`src/rtl/core/smacc_pkg.sv`:
```
// Shared types, opcodes and status codes for the sign-magnitude accumulator ALU.
`timescale 1ns / 1ps

package smacc_pkg;

	localparam int WORD_W = 15;
	localparam int MAG_W  = 14;
	localparam int OP_W   = 3;
	localparam int STAT_W = 2;

	localparam logic [OP_W-1:0] OP_ADD  = 3'd0;
	localparam logic [OP_W-1:0] OP_SUB  = 3'd1;
	localparam logic [OP_W-1:0] OP_DIV  = 3'd2;
	localparam logic [OP_W-1:0] OP_MUL  = 3'd3;
	localparam logic [OP_W-1:0] OP_OR   = 3'd4;
	localparam logic [OP_W-1:0] OP_LOAD = 3'd5;

	localparam logic [STAT_W-1:0] STAT_OK    = 2'd0;
	localparam logic [STAT_W-1:0] STAT_FETCH = 2'd1;
	localparam logic [STAT_W-1:0] STAT_DIV0  = 2'd2;

	typedef struct packed {
		logic [OP_W-1:0]   req_type;
		logic [WORD_W-1:0] memory_word;
		logic              fetch_failed;
	} in_t;

	typedef struct packed {
		logic [WORD_W-1:0] acc_value;
		logic [STAT_W-1:0] status;
	} out_t;

	// Control from the sequencer to the serial datapath.
	typedef struct packed {
		logic            load;
		logic            step;
		logic [OP_W-1:0] op;
	} ser_ctrl_t;

	// State of the serial datapath as seen by the sequencer.
	typedef struct packed {
		logic [WORD_W-1:0] x;
		logic [WORD_W-1:0] y;
		logic [WORD_W-1:0] p;
		logic              borrow;
	} ser_res_t;

endpackage

```
`src/rtl/core/smacc_serial.sv`:
```
// Bit-serial datapath: serial add and subtract, shift-add multiply, restoring divide.
`timescale 1ns / 1ps

module smacc_serial (
	input  logic                          clk,
	input  smacc_pkg::ser_ctrl_t          ctrl,
	input  logic [smacc_pkg::MAG_W-1:0]   mag_a,
	input  logic [smacc_pkg::MAG_W-1:0]   mag_b,
	output smacc_pkg::ser_res_t           res
);

	logic [smacc_pkg::WORD_W-1:0] x_q, y_q, p_q;
	logic [smacc_pkg::WORD_W-1:0] x_d, y_d, p_d;
	logic                         c_q, b1_q, b2_q;
	logic                         c_d, b1_d, b2_d;

	logic                         xb, yb, hx;
	logic [smacc_pkg::WORD_W-1:0] part;
	logic [smacc_pkg::WORD_W-1:0] diff;

	always_comb begin
		xb   = x_q[0];
		yb   = y_q[0];
		hx   = xb ^ yb;
		part = {p_q[smacc_pkg::WORD_W-2:0], x_q[smacc_pkg::WORD_W-1]};
		diff = part - y_q;
		x_d  = x_q;
		y_d  = y_q;
		p_d  = p_q;
		c_d  = c_q;
		b1_d = b1_q;
		b2_d = b2_q;
		case (ctrl.op)
			smacc_pkg::OP_ADD, smacc_pkg::OP_SUB: begin
				// Sum and both differences come out one bit a cycle while step is high, LSB first.
				p_d  = {hx ^ c_q, p_q[smacc_pkg::WORD_W-1:1]};
				x_d  = {hx ^ b1_q, x_q[smacc_pkg::WORD_W-1:1]};
				y_d  = {hx ^ b2_q, y_q[smacc_pkg::WORD_W-1:1]};
				c_d  = (xb & yb) | (hx & c_q);
				b1_d = (~xb & yb) | (~hx & b1_q);
				b2_d = (~yb & xb) | (~hx & b2_q);
			end
			smacc_pkg::OP_MUL: begin
				if (yb) begin
					p_d = p_q + x_q;
				end
				x_d = {x_q[smacc_pkg::WORD_W-2:0], 1'b0};
				y_d = {1'b0, y_q[smacc_pkg::WORD_W-1:1]};
			end
			smacc_pkg::OP_DIV: begin
				if (part >= y_q) begin
					p_d = diff;
					x_d = {x_q[smacc_pkg::WORD_W-2:0], 1'b1};
				end else begin
					p_d = part;
					x_d = {x_q[smacc_pkg::WORD_W-2:0], 1'b0};
				end
			end
			default: begin
			end
		endcase
	end

	always_ff @(posedge clk) begin
		if (ctrl.load) begin
			x_q  <= {1'b0, mag_a};
			y_q  <= {1'b0, mag_b};
			p_q  <= '0;
			c_q  <= 1'b0;
			b1_q <= 1'b0;
			b2_q <= 1'b0;
		end else if (ctrl.step) begin
			x_q  <= x_d;
			y_q  <= y_d;
			p_q  <= p_d;
			c_q  <= c_d;
			b1_q <= b1_d;
			b2_q <= b2_d;
		end
	end

	assign res.x      = x_q;
	assign res.y      = y_q;
	assign res.p      = p_q;
	assign res.borrow = b1_q;

endmodule

```
`src/rtl/core/sign_magnitude_accumulator_alu.sv`:
```
// Top level of the sign-magnitude accumulator ALU: sequencer, accumulator and result register.
`timescale 1ns / 1ps

// This block keeps a 15-bit sign-magnitude accumulator (bit 14 sign, bits 13..0 magnitude)
// and applies one operation per input transaction against the fetched operand word, then
// returns the new accumulator and a status in exactly one output transaction. Add, subtract,
// multiply and divide run through a bit-serial datapath one bit per cycle over fifteen steps:
// such a transaction loads the operands at acceptance, runs the fifteen serial steps and then
// registers the result in a writeback state. Logical OR, load, unused opcodes, fetch faults
// and division by zero skip the serial steps and go straight to writeback. The serial step
// count is what sets the rate. A new input transaction is taken as soon as the previous one
// has been written back, even while its result still waits in the output register; writeback
// waits only if that register is still full. Negative results are stored as magnitude with
// the sign set and the magnitude masked to 14 bits, a zero result of add, subtract or divide
// is positive zero, and a faulted or zero-divisor operation leaves the accumulator as it was.
module sign_magnitude_accumulator_alu (
	input  logic             clk,
	input  logic             arst_n,
	input  logic             in_valid,
	output logic             in_stall,
	input  smacc_pkg::in_t   in_data,
	output logic             out_valid,
	input  logic             out_stall,
	output smacc_pkg::out_t  out_data
);

	localparam logic [1:0] ST_IDLE = 2'd0;
	localparam logic [1:0] ST_RUN  = 2'd1;
	localparam logic [1:0] ST_WB   = 2'd2;

	localparam logic [3:0] LAST_STEP = 4'(smacc_pkg::WORD_W - 1);

	logic [1:0]                     state_q;
	logic [3:0]                     cnt_q;
	logic                           out_valid_q;
	smacc_pkg::out_t                out_data_q;
	logic [smacc_pkg::WORD_W-1:0]   acc_q;
	logic [smacc_pkg::OP_W-1:0]     op_q;
	logic [smacc_pkg::WORD_W-1:0]   word_q;
	logic                           fail_q;

	logic                           accept;
	logic                           commit;
	logic                           serial_op;
	smacc_pkg::ser_ctrl_t           ctrl;
	smacc_pkg::ser_res_t            res;

	logic                           sa, sb, sbe, same, sgn, nz;
	logic [smacc_pkg::MAG_W-1:0]    ma, mb;
	logic [smacc_pkg::WORD_W-1:0]   mag;
	logic [smacc_pkg::WORD_W-1:0]   new_acc;
	logic [smacc_pkg::STAT_W-1:0]   new_status;

	// The input side is open only while nothing is in flight.
	assign in_stall = (state_q != ST_IDLE);
	assign accept   = in_valid && (state_q == ST_IDLE);
	assign commit   = (state_q == ST_WB) && (!out_valid_q || !out_stall);

	// Only the arithmetic operations with a usable operand need the serial steps.
	always_comb begin
		serial_op = 1'b0;
		if (!in_data.fetch_failed) begin
			if (in_data.req_type inside {smacc_pkg::OP_ADD, smacc_pkg::OP_SUB,
						smacc_pkg::OP_MUL}) begin
				serial_op = 1'b1;
			end else if (in_data.req_type == smacc_pkg::OP_DIV) begin
				serial_op = |in_data.memory_word[smacc_pkg::MAG_W-1:0];
			end
		end
	end

	// At acceptance the datapath takes the accumulator and operand magnitudes.
	assign ctrl.load = accept;
	assign ctrl.step = (state_q == ST_RUN);
	assign ctrl.op   = op_q;

	smacc_serial u_serial (
		.clk   (clk),
		.ctrl  (ctrl),
		.mag_a (acc_q[smacc_pkg::MAG_W-1:0]),
		.mag_b (in_data.memory_word[smacc_pkg::MAG_W-1:0]),
		.res   (res)
	);

	// Writeback: signs are applied here, the serial unit works on magnitudes only.
	always_comb begin
		sa  = acc_q[smacc_pkg::WORD_W-1];
		ma  = acc_q[smacc_pkg::MAG_W-1:0];
		sb  = word_q[smacc_pkg::WORD_W-1];
		mb  = word_q[smacc_pkg::MAG_W-1:0];
		sbe = sb ^ (op_q == smacc_pkg::OP_SUB);
		same = (sa == sbe);
		mag = res.p;
		sgn = sa ^ sb;
		nz  = 1'b0;
		new_acc    = acc_q;
		new_status = smacc_pkg::STAT_OK;
		case (op_q)
			smacc_pkg::OP_ADD, smacc_pkg::OP_SUB: begin
				// With unlike signs the final borrow says which difference is the magnitude.
				if (same) begin
					mag = res.p;
					sgn = sa;
				end else if (res.borrow) begin
					mag = res.y;
					sgn = sbe;
				end else begin
					mag = res.x;
					sgn = sa;
				end
				nz = |mag;
			end
			smacc_pkg::OP_MUL: begin
				// Only the low bits of the product are kept, so zero-ness comes from the operands.
				mag = res.p;
				nz  = (|ma) && (|mb);
			end
			smacc_pkg::OP_DIV: begin
				mag = res.x;
				nz  = |res.x;
			end
			default: begin
			end
		endcase
		case (op_q)
			smacc_pkg::OP_ADD, smacc_pkg::OP_SUB, smacc_pkg::OP_MUL, smacc_pkg::OP_DIV: begin
				new_acc = (sgn && nz) ? {1'b1, mag[smacc_pkg::MAG_W-1:0]} : mag;
			end
			smacc_pkg::OP_OR: begin
				new_acc = {{(smacc_pkg::WORD_W-1){1'b0}}, (|ma) || (|mb)};
			end
			smacc_pkg::OP_LOAD: begin
				new_acc = word_q;
			end
			default: begin
				new_acc = acc_q;
			end
		endcase
		if (op_q <= smacc_pkg::OP_LOAD) begin
			if (fail_q) begin
				new_acc    = acc_q;
				new_status = smacc_pkg::STAT_FETCH;
			end else if ((op_q == smacc_pkg::OP_DIV) && !(|mb)) begin
				new_acc    = acc_q;
				new_status = smacc_pkg::STAT_DIV0;
			end
		end else begin
			new_acc = acc_q;
		end
	end

	always_ff @(posedge clk or negedge arst_n) begin
		if (!arst_n) begin
			state_q     <= ST_IDLE;
			cnt_q       <= '0;
			out_valid_q <= 1'b0;
			acc_q       <= '0;
		end else begin
			case (state_q)
				ST_IDLE: begin
					if (accept) begin
						cnt_q   <= '0;
						state_q <= serial_op ? ST_RUN : ST_WB;
					end
				end
				ST_RUN: begin
					cnt_q <= cnt_q + 4'd1;
					if (cnt_q == LAST_STEP) begin
						state_q <= ST_WB;
					end
				end
				ST_WB: begin
					if (commit) begin
						state_q <= ST_IDLE;
					end
				end
				default: begin
					state_q <= ST_IDLE;
				end
			endcase
			if (commit) begin
				acc_q       <= new_acc;
				out_valid_q <= 1'b1;
			end else if (!out_stall) begin
				out_valid_q <= 1'b0;
			end
		end
	end

	// The operation and operand are held for the writeback.
	always_ff @(posedge clk) begin
		if (accept) begin
			op_q   <= in_data.req_type;
			word_q <= in_data.memory_word;
			fail_q <= in_data.fetch_failed;
		end
		if (commit) begin
			out_data_q.acc_value <= new_acc;
			out_data_q.status    <= new_status;
		end
	end

	assign out_valid = out_valid_q;
	assign out_data  = out_data_q;

`ifndef SYNTHESIS
	a_accept_busy: assert property (@(posedge clk) disable iff (!arst_n)
		accept |=> (state_q == ST_RUN) || (state_q == ST_WB))
		else $error("accepted transaction did not start work");

	a_acc_only_at_wb: assert property (@(posedge clk) disable iff (!arst_n)
		!commit |=> $stable(acc_q))
		else $error("accumulator changed outside writeback");

	a_fault_keeps_acc: assert property (@(posedge clk) disable iff (!arst_n)
		commit && (new_status != smacc_pkg::STAT_OK) |=> $stable(acc_q))
		else $error("faulted transaction changed the accumulator");

	a_commit_result: assert property (@(posedge clk) disable iff (!arst_n)
		commit |=> out_valid_q && (state_q == ST_IDLE))
		else $error("writeback did not present a result");

	a_step_range: assert property (@(posedge clk) disable iff (!arst_n)
		(state_q == ST_RUN) |-> (cnt_q <= LAST_STEP))
		else $error("serial step count out of range");
`endif

endmodule
```
`config.mk`:
```
export PLATFORM = sky130hd
export DESIGN_NAME = sign_magnitude_accumulator_alu
export DESIGN_NICKNAME = d
export VERILOG_FILES = /design/src/rtl/core/smacc_pkg.sv /design/src/rtl/core/smacc_serial.sv /design/src/rtl/core/sign_magnitude_accumulator_alu.sv
export SDC_FILE = /design/constraint.sdc
export NUM_CORES = 1
export LEC_CHECK = 0
export BUFFER_PORTS_ARGS = -buffer_cell sky130_fd_sc_hd__clkbuf_2
export CAP_MARGIN = 15
export CORE_ASPECT_RATIO = 0.75
export CORE_MARGIN = 3
export CORE_UTILIZATION = 48
export DETAILED_ROUTE_END_ITERATION = 10
export GPL_TIMING_DRIVEN = 0
export PLACE_DENSITY = 0.65
export SETUP_SLACK_MARGIN = 0.02
export SLEW_MARGIN = 10
export SYNTH_ARGS = -nofsm -noshare
export SYNTH_HDL_FRONTEND = slang
export SYNTH_SLANG_ARGS = --single-unit
```
`constraint.sdc`:
```
create_clock -name clk -period 6.4 [get_ports clk]
set_input_delay 0.96 -clock clk [delete_from_list [all_inputs] [get_ports clk]]
set_output_delay 0.96 -clock clk [all_outputs]
set_load 0.05 [all_outputs]
```
Word-level counts from Yosys, hierarchy flattened --
Index checks and enable logic that the tools add are counted.
Storage, ports and cells: memories 0, logic and storage cells 133, bits in latches 0, register bits 106, output and inout port bits 19, RAM bits 0, input port bits 23, memory bits (read-only) 0
Operators by class: mux-type cells 37, multipliers 0, equality and inequality tests 17, $lt $le $gt $ge 2, div/mod/pow operators 0, bitwise gates (word level) 19, add/sub/neg operators 3, shift-type cells 0, reduce and logical (&&, ||, !) cells 37
Operators with widths (number):
- 15-bit 2-to-1 mux | 9
- 15-bit case mux with 3 select lines | 3
- 15-bit case mux with 2 select lines | 2
- 14-bit 2-to-1 mux | 4
- 14-bit OR reduction | 3
- 15-bit OR reduction | 2
- 15-bit adder | 1
- 15-bit >= comparator | 1
- 15-bit subtractor | 1
- 3-bit by 2-bit == test with 1-bit output (second input constant) | 4
- 2-bit AND reduction | 6
- 1-bit 2-to-1 mux | 10
- 2-bit 2-to-1 mux | 5
- 3-bit nonzero test | 3
- 4-bit case mux with 2 select lines | 1
- 2-bit nonzero test | 4
- 1-bit AND | 6
- 3-bit by 1-bit == test with 1-bit output (second input constant) | 2
- 3-bit == test (second input constant) | 2
- 3-bit logical NOT | 2
- 2-bit by 1-bit inequality test with 1-bit output (second input constant) | 3
- 2-bit case mux with 3 select lines | 1
- 3-bit AND reduction | 2
- 1-bit XOR | 6
- 18 further kinds | 32

Depth between registers and ports, before layout --
word-level depth 13, mapped depth 13, depth with buffers taken out 12

Modules after synthesis --
From an unflattened synthesis, not the netlist that was laid out.
Second synthesis, totals: cells, all modules 767, area, all modules 7264.5 um2
Modules (own cells, without submodules):
- smacc_serial | area an instance 3965.1 um2, sequential area each 1241.2 um2, cells each 459, times used 1
- sign_magnitude_accumulator_alu | area an instance 3299.4 um2, sequential area each 1631.6 um2, cells each 308, times used 1

Worst setup path before layout --
Ideal clock, no wire load.
path kind register -> register, start register op_q[1] (netlist name), end register out_data_q, in the netlist out_data[16] (data pin), path slack 3552 ps, period minus slack after synthesis 2848 ps, required time 6128 ps, path buffers 1, data arrival time 2577 ps, cell stages (with the launch flop) 10, library setup time 272 ps, cells stage by stage edfxtp_1 > clkbuf_1 > nor3b_2 > xor2_2 > mux2_2 > a2111o_1 > or4_1 > a221oi_2 > o311ai_1 > a21boi_0
Between the ends: word-level cells in the longest chain between the ends 13, elaborated cells between the ends (all ways) 26, classes of those cells order compare: 1; eq/ne: 6; mux: 12; bitwise: 1; reduce/logical: 6
Ends and longest elaborated chain:
- start: declaration | line sign_magnitude_accumulator_alu.sv:38 | logic [smacc_pkg::OP_W-1:0] op_q;
- start signal: assignment | line sign_magnitude_accumulator_alu.sv:193 | op_q <= in_data.req_type;
- 3-bit by 1-bit == test with 1-bit output | line sign_magnitude_accumulator_alu.sv:91, sign_magnitude_accumulator_alu.sv:98, sign_magnitude_accumulator_alu.sv:125
- 1-bit XOR | line sign_magnitude_accumulator_alu.sv:91 | sbe = sb ^ (op_q == smacc_pkg::OP_SUB);
- 1-bit == test | line sign_magnitude_accumulator_alu.sv:92 | same = (sa == sbe);
- 15-bit 2-to-1 mux | line sign_magnitude_accumulator_alu.sv:101 | if (same) begin
- 15-bit 2-to-1 mux | line sign_magnitude_accumulator_alu.sv:98 | case (op_q)
- 15-bit OR reduction | line sign_magnitude_accumulator_alu.sv:111 | nz = |mag;
- 1-bit case mux with 3 select lines | line sign_magnitude_accumulator_alu.sv:98
- 1-bit logical AND | line sign_magnitude_accumulator_alu.sv:127 | new_acc = (sgn && nz) ? {1'b1, mag[smacc_pkg::MAG_W-1:0]} : mag;
- 15-bit 2-to-1 mux | line sign_magnitude_accumulator_alu.sv:127
- 15-bit case mux with 3 select lines | line sign_magnitude_accumulator_alu.sv:125 | case (op_q)
- 15-bit 2-to-1 mux | line sign_magnitude_accumulator_alu.sv:143 | end else if ((op_q == smacc_pkg::OP_DIV) && !(|mb)) begin
- 15-bit 2-to-1 mux | line sign_magnitude_accumulator_alu.sv:140 | if (fail_q) begin
- 15-bit 2-to-1 mux * | line sign_magnitude_accumulator_alu.sv:139 | if (op_q <= smacc_pkg::OP_LOAD) begin
- via new_acc (one bit) | line sign_magnitude_accumulator_alu.sv:51 | logic [smacc_pkg::WORD_W-1:0] new_acc;
- end: declaration | line sign_magnitude_accumulator_alu.sv:36 | smacc_pkg::out_t out_data_q;
Mark *: on every way through the listed nets, which the timed path passes. The rest lies on a longest branch. The select of a mux whose other input is x is not followed. A chain may end at the register's enable or synchronous reset.

Worst setup path in the final report --
start register u_serial.y_q[1] (netlist name), end register u_serial.p_q[10] (netlist name)
Between the ends: word-level cells in the longest chain between the ends 3, elaborated cells between the ends (all ways) 4, classes of those cells add/sub: 1; order compare: 1; mux: 2
Ends and longest elaborated chain:
- start: declaration | line smacc_serial.sv:12 | logic [smacc_pkg::WORD_W-1:0] x_q, y_q, p_q;
- start signal: assignment | line smacc_serial.sv:67 | y_q <= {1'b0, mag_b};
- start signal: assignment | line smacc_serial.sv:74 | y_q <= y_d;
- 15-bit subtractor / 15-bit >= comparator (equally long branches) | line smacc_serial.sv:26, smacc_serial.sv:51
- 15-bit 2-to-1 mux * | line smacc_serial.sv:51 | if (part >= y_q) begin
- 15-bit case mux with 3 select lines * | line smacc_serial.sv:33 | case (ctrl.op)
- end signal: assignment | line smacc_serial.sv:75 | p_q <= p_d;
- end: declaration | line smacc_serial.sv:12
Mark *: on every way between the ends. The rest lies on a longest branch, timed or not.

==> results.md <==
- Dpl hpwl: ~17000 µm
- Stages on worst setup path: 11
- Crit path buf inv count: 2
- Slew @ Worst Pin: 0.843 ns
- Root Buffer: clkbuf_16
- Final setup vio count: 0
- WHS Path Cells: 1
- Tot Pwr: just under 0.005 W
- Initial antenna violation count: 0
- CTS buffer count: 9
- CP endpoint kind: flop
- Crit-path cells: inv_1, ha_1, nor2b_1, o31a_1, o41a_1, o31a_1, a21o_1, buf_6, or2_2, a21oi_1, o221a_2
- Syn Area/Cell: roughly 9.1 µm²
- Routability Congestion: around 0.94
- Comb pwr share: 57.2%
- EDFF count, synth: 64
- HP Class: flop to flop
- Post-Route WL: roughly 22000 µm
- CTS tree: done
- TNS Setup: 0 ns
- Placed instance area: between 7000 and 8000 µm²
- FILL cells: 1274
- # rows: 37
- CP required: roughly 6.7 ns
- Multi-input gate area: about 3700 µm²
- Worst Skew: approximately 0.011 ns
- CP max stage cell: edfxtp_1
- Worst-Skew Late Latency: between 0.3 and 0.4 ns
- Most frequent cell after synthesis: nand2_1
- Setup CP Type: flop to flop
- Final instance area: between 7000 and 8000 µm²
- Final hold slack: 0.497 ns
- Initial DRC count: 580
- Top cells by count, synth: nand2_1, nor2_1, edfxtp_1, o21ai_0, a21oi_1
- Die X: 144 µm
- Clk buf depth: 2
- Tmin final: 3.27 ns
- DRC: 0
- IO Pins: 42
- Cell mode on critical path: o31a_1
- Syn Inst Count: ~750
- Clk network pwr share: about 11%
- Slowest cell delay on critical path: about 0.44 ns
- Post-synth net total: roughly 810
- Post-Synthesis Cell Area: between 6000 and 7000 µm²
- Routed via count: about 6300
- Routed len/inst: 22.6 µm
- Core area: about 14000 µm²
- P_sw: ~0.0024 W
- Startpoint types: flop
- Routed Antenna Nets: 0
- Reg2Reg Depth: 11
- Number of global-route vias before repair: between 5000 and 6000
- Sequential power share: between 30 and 40%
- Crit share post-route: approximately 50%
- Crit path DAT: between 3 and 4 ns
- Seq/Total Area, Yosys: a little over two fifths
- Int Pwr: roughly 0.0024 W
- Max Cap Violations: 0
- Die H: 110 µm
- Ant diodes: 0
- CTS resizes: 0
- Grt ovf: 0
- Share of cells above drive strength 1: approximately 12%
- Slew headroom: a little over two fifths
- Die ar.: ~16000 µm²
- Register area: approximately 2900 µm²
- Ranking of synthesized cells by area: edfxtp_1, dfrtp_1, dfxtp_1
- CTS clk-pin slew, worst paths: about 0.08 ns
- Yosys top cell area share: 27.9%
- Hold-fix buffers, CTS: 0
- Area leader, netlist: edfxtp_1
- Area grow syn2layout: 10.7%
- RSZ-0062 raised after global routing: no
- CTS Sinks: 106
- Synth Register Bits: ~110
- Power Density: 638 nW/µm²
- Final nets: 866
- Distinct cells, synth: 66
- Largest net degree at the start of global routing: 29
- CP top delay family: compound AO/OA/AOI/OAI gates
- Final hold violation count: 0
- Warnings from Yosys: 0
- Setup Buffers After CTS: 0
- First-pass GRT wire length: about 34000 µm
- Leak pwr: a little over 3 nW
- Fmax: ~0.31 GHz
- Gr usage total: 28.4%
- Via-per-instance ratio: approximately 6.3
- Max FO, Critical Path: 10
- Pre-antenna DRT Iters: 6
- Status: finished, final reports clean
- Post-synth ARST share: between 20 and 25%
- Max-slew violation count: 0
- Initial core utilization: 49.5%
- H-tree depth reported by CTS: 3
- Dominant synthesized flop cell: edfxtp_1
- I/O Buffers: 41
- Max VDD drop: 0.294 mV
- Net Sw Frac: roughly 50%
## cells by family (layout without fill, tap and decap cells)
| group | after synthesis | after routing | synth area share (%) |
|---|---|---|---|
| compound gates | 214 | 214 | 19.8 |
| xor+xnor | 27 | 27 | 3.55 |
| fa+ha+maj | 36 | 36 | 7.09 |
| buf+inv | 66 | 125 | 3.87 |
| flops | 106 | 106 | 41.7 |
| mux | 42 | 42 | 6.49 |
| simple gates | 262 | 262 | 17.4 |
## worst reg2reg max path, stage by stage, from the launching register on
cell,delay [ns]
edfxtp_1,0.44
inv_1,0.18
ha_1,0.27
nor2b_1,0.16
o31a_1,0.26
o41a_1,0.34
o31a_1,0.33
a21o_1,0.24
buf_6,0.18
or2_2,0.28
a21oi_1,0.29
o221a_2,0.25
## registers in the layout, summed over array words and instances (netlist names)
register / count
acc_q: 15
cnt_q: 4
fail_q: 1
op_q: 3
out_data: 17
out_valid: 1
state_q: 2
u_serial.b1_q: 1
u_serial.b2_q: 1
u_serial.c_q: 1
u_serial.p_q: 15
u_serial.x_q: 15
u_serial.y_q: 15
word_q: 15
## metal layers
layer	track usage (%)	part of all wire (%)
met1	44.5	47
met2	40.5	41
met4	4.59	1.3
met5	0	0
met3	6.30	11
## area by class of cell
type                            count  area share (%)
Multi-Input combinational cell    581            49.1
Clock buffer                       10            3.01
Tap cell                          175            2.88
Clock inverter                      6           0.739
Timing Repair Buffer               43            2.99
Sequential cell                   106            37.7
Inverter                           30            1.48
Buffer                             36            2.04
## worst paths after layout
path | end | start | slack (ns)
min in group asynchronous | acc_q[11] | arst_n | 0.60
worst max register to register | u_serial.p_q[10] | u_serial.y_q[1] | 3.13
worst max-delay path | u_serial.p_q[10] | u_serial.y_q[1] | 3.13
worst min register to register | cnt_q[3] | cnt_q[3] | 0.50
worst min-delay path | cnt_q[3] | cnt_q[3] | 0.50
max in group asynchronous | acc_q[14] | arst_n | 5.42
## power by group through the flow
stage	Combinational (W)	Clock, W	Sequential [W]
detailed placement	0.00271	0	0.00151
global route	0.00303	0.000581	0.00154
global placement	0.00266	0	0.00151
finish	0.00278	0.000555	0.00152
CTS	0.00273	0.000554	0.00149
floorplan	0.00191	0	0.00146
## metrics by stage
stage | std cells | utilization, % | setup WS (ns)
4_1_cts | 987 | 54.8 | 3.19
3_5_place_dp | 971 | 52.8 | 3.21
6_report | 987 | 54.8 | 3.13
5_1_grt | 987 | 54.8 | 2.98
2_1_floorplan | 753 | - | 3.55
3_3_place_gp | 969 | 52.6 | 2.84
## cell usage in the layout (no fill, tap or decap), types with 6 or more instances in the layout
| cell type | n |
|---|---|
| o22ai_1 | 6 |
| nor4_1 | 16 |
| buf_1 | 7 |
| nor2b_1 | 6 |
| xnor2_1 | 18 |
| nand3_1 | 8 |
| a21oi_1 | 46 |
| a21o_1 | 10 |
| dfrtp_1 | 22 |
| nand2_1 | 100 |
| dfxtp_1 | 20 |
| xor2_1 | 8 |
| nor2_1 | 67 |
| clkbuf_2 | 41 |
| clkbuf_16 | 9 |
| mux2_2 | 21 |
| a211oi_1 | 14 |
| a221oi_1 | 7 |
| ha_1 | 31 |
| clkbuf_1 | 26 |
| nor3_1 | 25 |
| o21ai_0 | 63 |
| inv_1 | 30 |
| nand2b_1 | 11 |
| o21a_1 | 6 |
| edfxtp_1 | 64 |
| mux2i_1 | 21 |
| a31oi_1 | 19 |
| nand4_1 | 9 |
No activity file was read; power rests on OpenSTA's default activity.
